[config.mk]
export PLATFORM = sky130hd
export DESIGN_NAME = stable_priority_queue
export DESIGN_NICKNAME = d
export VERILOG_FILES = /design/src/rtl/spq_pkg.sv /design/src/rtl/spq_ctrl.sv /design/src/rtl/spq_datapath.sv /design/src/rtl/stable_priority_queue.sv
export SDC_FILE = /design/constraint.sdc
export NUM_CORES = 2
export LEC_CHECK = 0
export BUFFER_PORTS_ARGS = -buffer_cell sky130_fd_sc_hd__buf_2
export CAP_MARGIN = 20
export CORE_MARGIN = 4
export CORE_UTILIZATION = 58
export DETAILED_ROUTE_END_ITERATION = 6
export GPL_ROUTABILITY_DRIVEN = 0
export PLACE_DENSITY = 0.78
export SLEW_MARGIN = 20
export SYNTH_ARGS = -nofsm -noshare
export SYNTH_HDL_FRONTEND = slang
export SYNTH_SLANG_ARGS = --single-unit
[constraint.sdc]
create_clock -name clock -period 6.55 [get_ports clock]
set_input_delay 1.6375 -clock clock [delete_from_list [all_inputs] [get_ports clock]]
set_output_delay 1.6375 -clock clock [all_outputs]
set_load 0.02 [all_outputs]
[src/rtl/spq_pkg.sv]
package spq_pkg;

   // Operation codes carried in req_opcode
   typedef enum logic [1:0] {
      OP_INSERT = 2'd0,
      OP_REMOVE = 2'd1,
      OP_SEARCH = 2'd2,
      OP_NOP    = 2'd3
   } op_type;

   // Result status codes carried in rsp_status
   typedef enum logic [1:0] {
      STS_OK        = 2'd0,
      STS_FULL      = 2'd1,
      STS_EMPTY     = 2'd2,
      STS_NOT_FOUND = 2'd3
   } status_type;

   // Controller states
   typedef enum logic {
      CTL_IDLE = 1'b0,
      CTL_EXEC = 1'b1
   } ctl_state_type;

   // Controller to datapath commands
   typedef struct packed {
      logic load;   // capture request beat
      logic exec;   // run the captured operation, load result register
   } spq_cmd_type;

   localparam int ValueWidth = 32;
   localparam int PrioWidth  = 16;
   localparam int OccWidth   = 4;

endpackage

[src/rtl/spq_ctrl.sv]
module spq_ctrl
   import spq_pkg::*;
(
   input  logic        clock,
   input  logic        reset,
   input  logic        req_valid,
   output logic        req_ready,
   output logic        rsp_valid,
   input  logic        rsp_ready,
   output spq_cmd_type cmd
);

   ctl_state_type state_ff, state_in;
   logic          rsp_valid_ff, rsp_valid_in;

   // state and response-valid registers
   always_ff @(posedge clock) begin
      if (reset) begin
         state_ff     <= CTL_IDLE;
         rsp_valid_ff <= 1'b0;
      end else begin
         state_ff     <= state_in;
         rsp_valid_ff <= rsp_valid_in;
      end
   end

   // next state and commands
   always_comb begin
      state_in     = state_ff;
      rsp_valid_in = rsp_valid_ff;
      cmd.load     = 1'b0;
      cmd.exec     = 1'b0;
      req_ready    = 1'b0;
      if (rsp_valid_ff && rsp_ready) begin
         rsp_valid_in = 1'b0;
      end
      case (state_ff)
         CTL_IDLE: begin
            // no beat is taken while reset is held
            req_ready = !reset;
            if (req_valid && !reset) begin
               cmd.load = 1'b1;
               state_in = CTL_EXEC;
            end
         end
         CTL_EXEC: begin
            // execute only once the result register is free or draining
            if (!rsp_valid_ff || rsp_ready) begin
               cmd.exec     = 1'b1;
               rsp_valid_in = 1'b1;
               state_in     = CTL_IDLE;
            end
         end
         default: begin
            state_in = CTL_IDLE;
         end
      endcase
   end

   assign rsp_valid = rsp_valid_ff;

endmodule

[src/rtl/spq_datapath.sv]
module spq_datapath
   import spq_pkg::*;
#(
   parameter int DEPTH = 8
)
(
   input  logic                         clock,
   input  logic                         reset,
   input  spq_cmd_type                  cmd,
   input  logic [1:0]                   req_opcode,
   input  logic signed [ValueWidth-1:0] req_value,
   input  logic [PrioWidth-1:0]         req_prio,
   output logic [1:0]                   rsp_status,
   output logic signed [ValueWidth-1:0] rsp_out_value,
   output logic [PrioWidth-1:0]         rsp_out_prio,
   output logic [OccWidth-1:0]          rsp_occupancy
);

   localparam int CW = $clog2(DEPTH + 1);

   // captured request
   op_type                  op_ff;
   logic signed [ValueWidth-1:0] val_ff;
   logic [PrioWidth-1:0]    pr_ff;

   // sorted entry store, head at index 0
   logic signed [ValueWidth-1:0] value_ff [DEPTH];
   logic signed [ValueWidth-1:0] value_in [DEPTH];
   logic [PrioWidth-1:0]    prio_ff  [DEPTH];
   logic [PrioWidth-1:0]    prio_in  [DEPTH];
   logic [CW-1:0]           fill_ff, fill_in;

   // result register
   status_type              status_ff, status_in;
   logic signed [ValueWidth-1:0] out_value_ff, out_value_in;
   logic [PrioWidth-1:0]    out_prio_ff, out_prio_in;
   logic [OccWidth-1:0]     occ_ff, occ_in;

   logic [DEPTH-1:0]        held;
   logic [DEPTH-1:0]        stay;
   logic [DEPTH-1:0]        match;
   logic                    full, empty, found;
   logic signed [ValueWidth-1:0] found_value;
   logic [PrioWidth-1:0]    found_prio;
   logic [CW+OccWidth-1:0]  fill_wide;

   // per-entry compares
   always_comb begin
      for (int i = 0; i < DEPTH; i++) begin
         held[i]  = CW'(i) < fill_ff;
         stay[i]  = held[i] && (prio_ff[i] <= pr_ff);
         match[i] = held[i] && (value_ff[i] == val_ff);
      end
      full  = fill_ff == CW'(DEPTH);
      empty = fill_ff == '0;
   end

   // first match counted from the head
   always_comb begin
      found       = 1'b0;
      found_value = '0;
      found_prio  = '0;
      for (int i = DEPTH - 1; i >= 0; i--) begin
         if (match[i]) begin
            found       = 1'b1;
            found_value = value_ff[i];
            found_prio  = prio_ff[i];
         end
      end
   end

   // operation execute: next store, count and result
   always_comb begin
      for (int i = 0; i < DEPTH; i++) begin
         value_in[i] = value_ff[i];
         prio_in[i]  = prio_ff[i];
      end
      fill_in      = fill_ff;
      status_in    = STS_OK;
      out_value_in = '0;
      out_prio_in  = '0;
      case (op_ff)
         OP_INSERT: begin
            if (full) begin
               status_in = STS_FULL;
            end else begin
               // entries past the insert point move up one place
               for (int i = 0; i < DEPTH; i++) begin
                  if (!stay[i]) begin
                     if (i == 0) begin
                        value_in[i] = val_ff;
                        prio_in[i]  = pr_ff;
                     end else if (stay[i-1]) begin
                        value_in[i] = val_ff;
                        prio_in[i]  = pr_ff;
                     end else begin
                        value_in[i] = value_ff[i-1];
                        prio_in[i]  = prio_ff[i-1];
                     end
                  end
               end
               fill_in = fill_ff + 1'b1;
            end
         end
         OP_REMOVE: begin
            if (empty) begin
               status_in = STS_EMPTY;
            end else begin
               out_value_in = value_ff[0];
               out_prio_in  = prio_ff[0];
               for (int i = 0; i < DEPTH - 1; i++) begin
                  value_in[i] = value_ff[i+1];
                  prio_in[i]  = prio_ff[i+1];
               end
               fill_in = fill_ff - 1'b1;
            end
         end
         OP_SEARCH: begin
            if (found) begin
               out_value_in = found_value;
               out_prio_in  = found_prio;
            end else begin
               status_in = STS_NOT_FOUND;
            end
         end
         default: begin
            status_in = STS_OK;
         end
      endcase
      fill_wide = (CW + OccWidth)'(fill_in);
      occ_in    = fill_wide[OccWidth-1:0];
   end

   // fill count
   always_ff @(posedge clock) begin
      if (reset) begin
         fill_ff <= '0;
      end else if (cmd.exec) begin
         fill_ff <= fill_in;
      end
   end

   // request capture, store and result payload
   always_ff @(posedge clock) begin
      if (cmd.load) begin
         op_ff  <= op_type'(req_opcode);
         val_ff <= req_value;
         pr_ff  <= req_prio;
      end
      if (cmd.exec) begin
         for (int i = 0; i < DEPTH; i++) begin
            value_ff[i] <= value_in[i];
            prio_ff[i]  <= prio_in[i];
         end
         status_ff    <= status_in;
         out_value_ff <= out_value_in;
         out_prio_ff  <= out_prio_in;
         occ_ff       <= occ_in;
      end
   end

   assign rsp_status    = status_ff;
   assign rsp_out_value = out_value_ff;
   assign rsp_out_prio  = out_prio_ff;
   assign rsp_occupancy = occ_ff;

endmodule

[src/rtl/stable_priority_queue.sv]
// Stable priority queue: a sorted list of up to DEPTH entries, lowest
// priority number at the head, equal priorities leaving in arrival order.
// Request channel (req_valid/req_ready): req_opcode selects insert, remove
// head or search by value; req_value and req_prio carry the operands.
// Response channel (rsp_valid/rsp_ready): one beat per request with
// rsp_status, rsp_out_value, rsp_out_prio and rsp_occupancy (the entry
// count after the operation, low four bits).
// A request accepted from the request channel is captured in the request
// register, executed in the single execute step with parallel per-entry
// compares, and its result is registered in the response register. No new
// request is taken until the execute step of the last one is done.
// A new request is taken while a response is still waiting; it then holds
// in the execute step until the response register is taken or drains.
// A stalled receiver therefore stops the queue after at most one more
// request. Reset empties the queue and drops any pending response; entry
// storage is not cleared.
module stable_priority_queue
   import spq_pkg::*;
#(
   parameter int DEPTH = 8
)
(
   input  logic                         clock,
   input  logic                         reset,
   input  logic                         req_valid,
   output logic                         req_ready,
   input  logic [1:0]                   req_opcode,
   input  logic signed [ValueWidth-1:0] req_value,
   input  logic [PrioWidth-1:0]         req_prio,
   output logic                         rsp_valid,
   input  logic                         rsp_ready,
   output logic [1:0]                   rsp_status,
   output logic signed [ValueWidth-1:0] rsp_out_value,
   output logic [PrioWidth-1:0]         rsp_out_prio,
   output logic [OccWidth-1:0]          rsp_occupancy
);

   spq_cmd_type cmd;

   // handshake controller
   spq_ctrl u_ctrl (
      .clock     (clock),
      .reset     (reset),
      .req_valid (req_valid),
      .req_ready (req_ready),
      .rsp_valid (rsp_valid),
      .rsp_ready (rsp_ready),
      .cmd       (cmd)
   );

   // entry store and operation datapath
   spq_datapath #(
      .DEPTH (DEPTH)
   ) u_datapath (
      .clock         (clock),
      .reset         (reset),
      .cmd           (cmd),
      .req_opcode    (req_opcode),
      .req_value     (req_value),
      .req_prio      (req_prio),
      .rsp_status    (rsp_status),
      .rsp_out_value (rsp_out_value),
      .rsp_out_prio  (rsp_out_prio),
      .rsp_occupancy (rsp_occupancy)
   );

endmodule

==> metrics.txt <==
antenna-violating nets left=0; final setup vio count=0; slowest CP cell=and4b_4; Crit. End Element=flip-flop; share of the synthesized area in the top cell type=0.436; CTS H-Tree Depth=2; Die W=249 um; DRC viols=6; hold path depth=2; Peak Freq=211 MHz; mapped cell area=33600 um^2; WS Path Type=flip-flop to flip-flop; CP startpoint=u_datapath.fill_ff[2]; largest net degree at the start of global routing=225; Filler cells=4533; type of origin of the critical path=flip-flop; Period minus WS final=4740 ps; 1st-iter DRT viols=6088; r2r endpoint=u_datapath.rsp_out_value[0]; grt total ovfl=0; clock sinks=494; post-synthesis sequential area ratio=0.439; Top Family by Delay on Critical Path=compound AO/OA/AOI/OAI gates; Placeable Area=56900 um^2; antenna violations before repair=1; Tot GR Track Use=0.353; Initial Util=0.590; # IOs=110; number of synthesized register bits=494; critical path peak fanout=61; CP peak stage delay=880 ps; post-DP HPWL=78500 um; GR Util met1=0.525; Critical Path Stages=10; Setup Buffers After CTS=0; vias in the first global route=27593; worst min path class=flip-flop to flip-flop; Most Crowded Layer GR=met1; Resize count post-CTS=0; Synth async-reset ratio=0; post-route setup TNS=0 ps; clock insertion delay at the later pin of the skew report=650 ps; worst slew pin tran=1150 ps; via/cell ratio=7.01; worst vdd ir=0.200 mV; Setup WS post-layout=1810 ps; max cap viols=0; routed wire length=114000 um; Syn Area/Cell=9.42 um^2; Final Hold Vio Count=0; cell count after placement=4185; PwrDens=205 nW/um^2; Leak=0.0144 uW; via count=30076; depth of the most critical reg-to-reg path=10; status=finished, violations left; die area=61900 um^2; Root Driver=clkbuf_16; failing checks=design-rule violations; max_slew headroom=0.230; M3 GR Usage=0.124; WL/cell=26.6 um; first drt pass iteration count=7; Syn Nets=3756; Unique masters post-synth=69; RSZ-0062 raised after global routing=no; nets=3674; Worst R2R Start=u_datapath.fill_ff[2]; count leader, synth=nand2_1; EDFF count, synth=488; grt met2 use=0.478; Ys Warns=0; Worst Skew=46.2 ps; P&R area growth vs syn=7.78%; Post-Syn Instances=3567; row cnt=87; Tcrit/Tclk final=0.724; CTS Buffer Depth=3; CP most frequent cell=a21oi_1; Bufs and invs on worst path=1; post-placement cell area=34500 um^2; layout cells sized above 1=0.0861; area leader, netlist=edfxtp_1; Layout Cells excl Fill=4288; CP cell instances=a21oi_1 -> or3_1 -> nor4_1 -> and4b_4 -> buf_4 -> a21oi_1 -> a221oi_1 -> o31ai_1 -> a211oi_1 -> o22a_1; Worst Hold Path EP=u_ctrl.rsp_valid; Top FF cell, synth=edfxtp_1; Post-CTS Hold Buffers=0; clock transition at the registers of the reported paths=60 ps; cell area after layout=36200 um^2; Num CTS Buffers=54; Final Core Density=0.636; DP Worst Slack=2010 ps; Buffers on Ports=109; Commonest cells post-synth=nand2_1, edfxtp_1, o21ai_0; r2r setup slk=1810 ps; CTS tree=yes; top post-synthesis cells by area=edfxtp_1, nand2_1, mux2i_1; min-delay src=u_ctrl.state_ff; worst path required time=7070 ps; Final Slew Violations=0; first-pass GRT wire length=171000 um; worst path arrival time=5260 ps; Die Ht=249 um
==> state kept, by name, summed over array words and instances (netlist names), 4 cells and up <==
name                      count
u_datapath.fill_ff            4
u_datapath.pr_ff             16
u_datapath.prio_ff          128
u_datapath.rsp_occupancy      4
u_datapath.rsp_out_prio      16
u_datapath.rsp_out_value     32
u_datapath.val_ff            32
u_datapath.value_ff         256
==> through the flow <==
step / hold slack [ps] / power (uW)
after floorplan: 494 / 4150
after global placement: 518 / 4380
after detailed placement: 522 / 4390
after CTS: 532 / 7390
after global routing: 589 / 7590
final: 532 / 7420
==> power breakdown <==
part	leakage, uW	total, uW	internal [uW]	switching [uW]
combinational	0.00901	660	228	433
sequential	0.00450	3700	3570	130
clock	0.000842	3060	1700	1360
==> routing by layer <==
| layer | share of wire | up-vias |
|---|---|---|
| met4 | 0.041 | 0 |
| met3 | 0.18 | 341 |
| met5 | 0 | - |
| met1 | 0.38 | 13982 |
| met2 | 0.40 | 2741 |
| li1 | - | 13012 |
==> cells in the final DEF, fill, tap and decap left out, drive strengths merged, types with 14 or more instances in the layout <==
| master | count |
|---|---|
| xnor2 | 114 |
| o311ai | 15 |
| a31oi | 59 |
| inv | 67 |
| nand2 | 712 |
| o21ai | 244 |
| o211ai | 86 |
| buf | 169 |
| a21o | 67 |
| o221ai | 53 |
| a22o | 32 |
| ha | 135 |
| xor2 | 142 |
| nor4 | 56 |
| a311o | 33 |
| mux2i | 226 |
| or3 | 21 |
| o21a | 14 |
| nor2 | 172 |
| clkinv | 21 |
| nor3 | 53 |
| nand4 | 52 |
| edfxtp | 488 |
| nor2b | 17 |
| clkbuf | 75 |
| nand3 | 121 |
| o22ai | 89 |
| a21oi | 79 |
==> how the worst max path moves through the flow <==
| stage | end | slack (ps) |
|---|---|---|
| 2_1_floorplan | u_datapath.prio_ff[0][0] | -20 |
| 3_3_place_gp | u_datapath.prio_ff[1][26] | 2090 |
| 3_5_place_dp | u_datapath.prio_ff[1][24] | 2010 |
| 4_1_cts | u_datapath.prio_ff[1][25] | 1980 |
| 5_1_grt | u_datapath.rsp_out_value[0] | 1590 |
| 6_report | u_datapath.rsp_out_value[0] | 1810 |
==> worst reg2reg max path: cells and delay by family, from the launching register on <==
kind	cells	cell delay [ps]
AND/OR/NAND/NOR	3	1660
flip-flops	1	690
AO/OA/AOI/OAI	6	1770
buffers and inverters	1	510
==> layout make-up <==
class                           count  area (um^2)  area share
Timing Repair Buffer              169         1010      0.0278
Multi-Input combinational cell   2701        17500       0.484
Inverter                           65          244     0.00673
Antenna cell                        1         2.50   0.0000691
Tap cell                          756          946      0.0261
Clock inverter                     27          226     0.00625
Clock buffer                       75         1480      0.0409
Sequential cell                   494        14800       0.408
==> cell families (layout without fill, tap and decap cells) <==
| family | Yosys count | count (layout) | synth area share |
|---|---|---|---|
| flip-flops | 494 | 494 | 0.439 |
| other | 0 | 1 | 0 |
| adder cells (fa/ha/maj) | 135 | 135 | 0.0502 |
| AND/OR/NAND/NOR | 1249 | 1249 | 0.163 |
| AO/OA/AOI/OAI | 832 | 832 | 0.165 |
| multiplexers | 229 | 229 | 0.0683 |
| buffers and inverters | 372 | 336 | 0.0470 |
| XOR/XNOR | 256 | 256 | 0.0667 |
(Power assumes the default switching activity.)
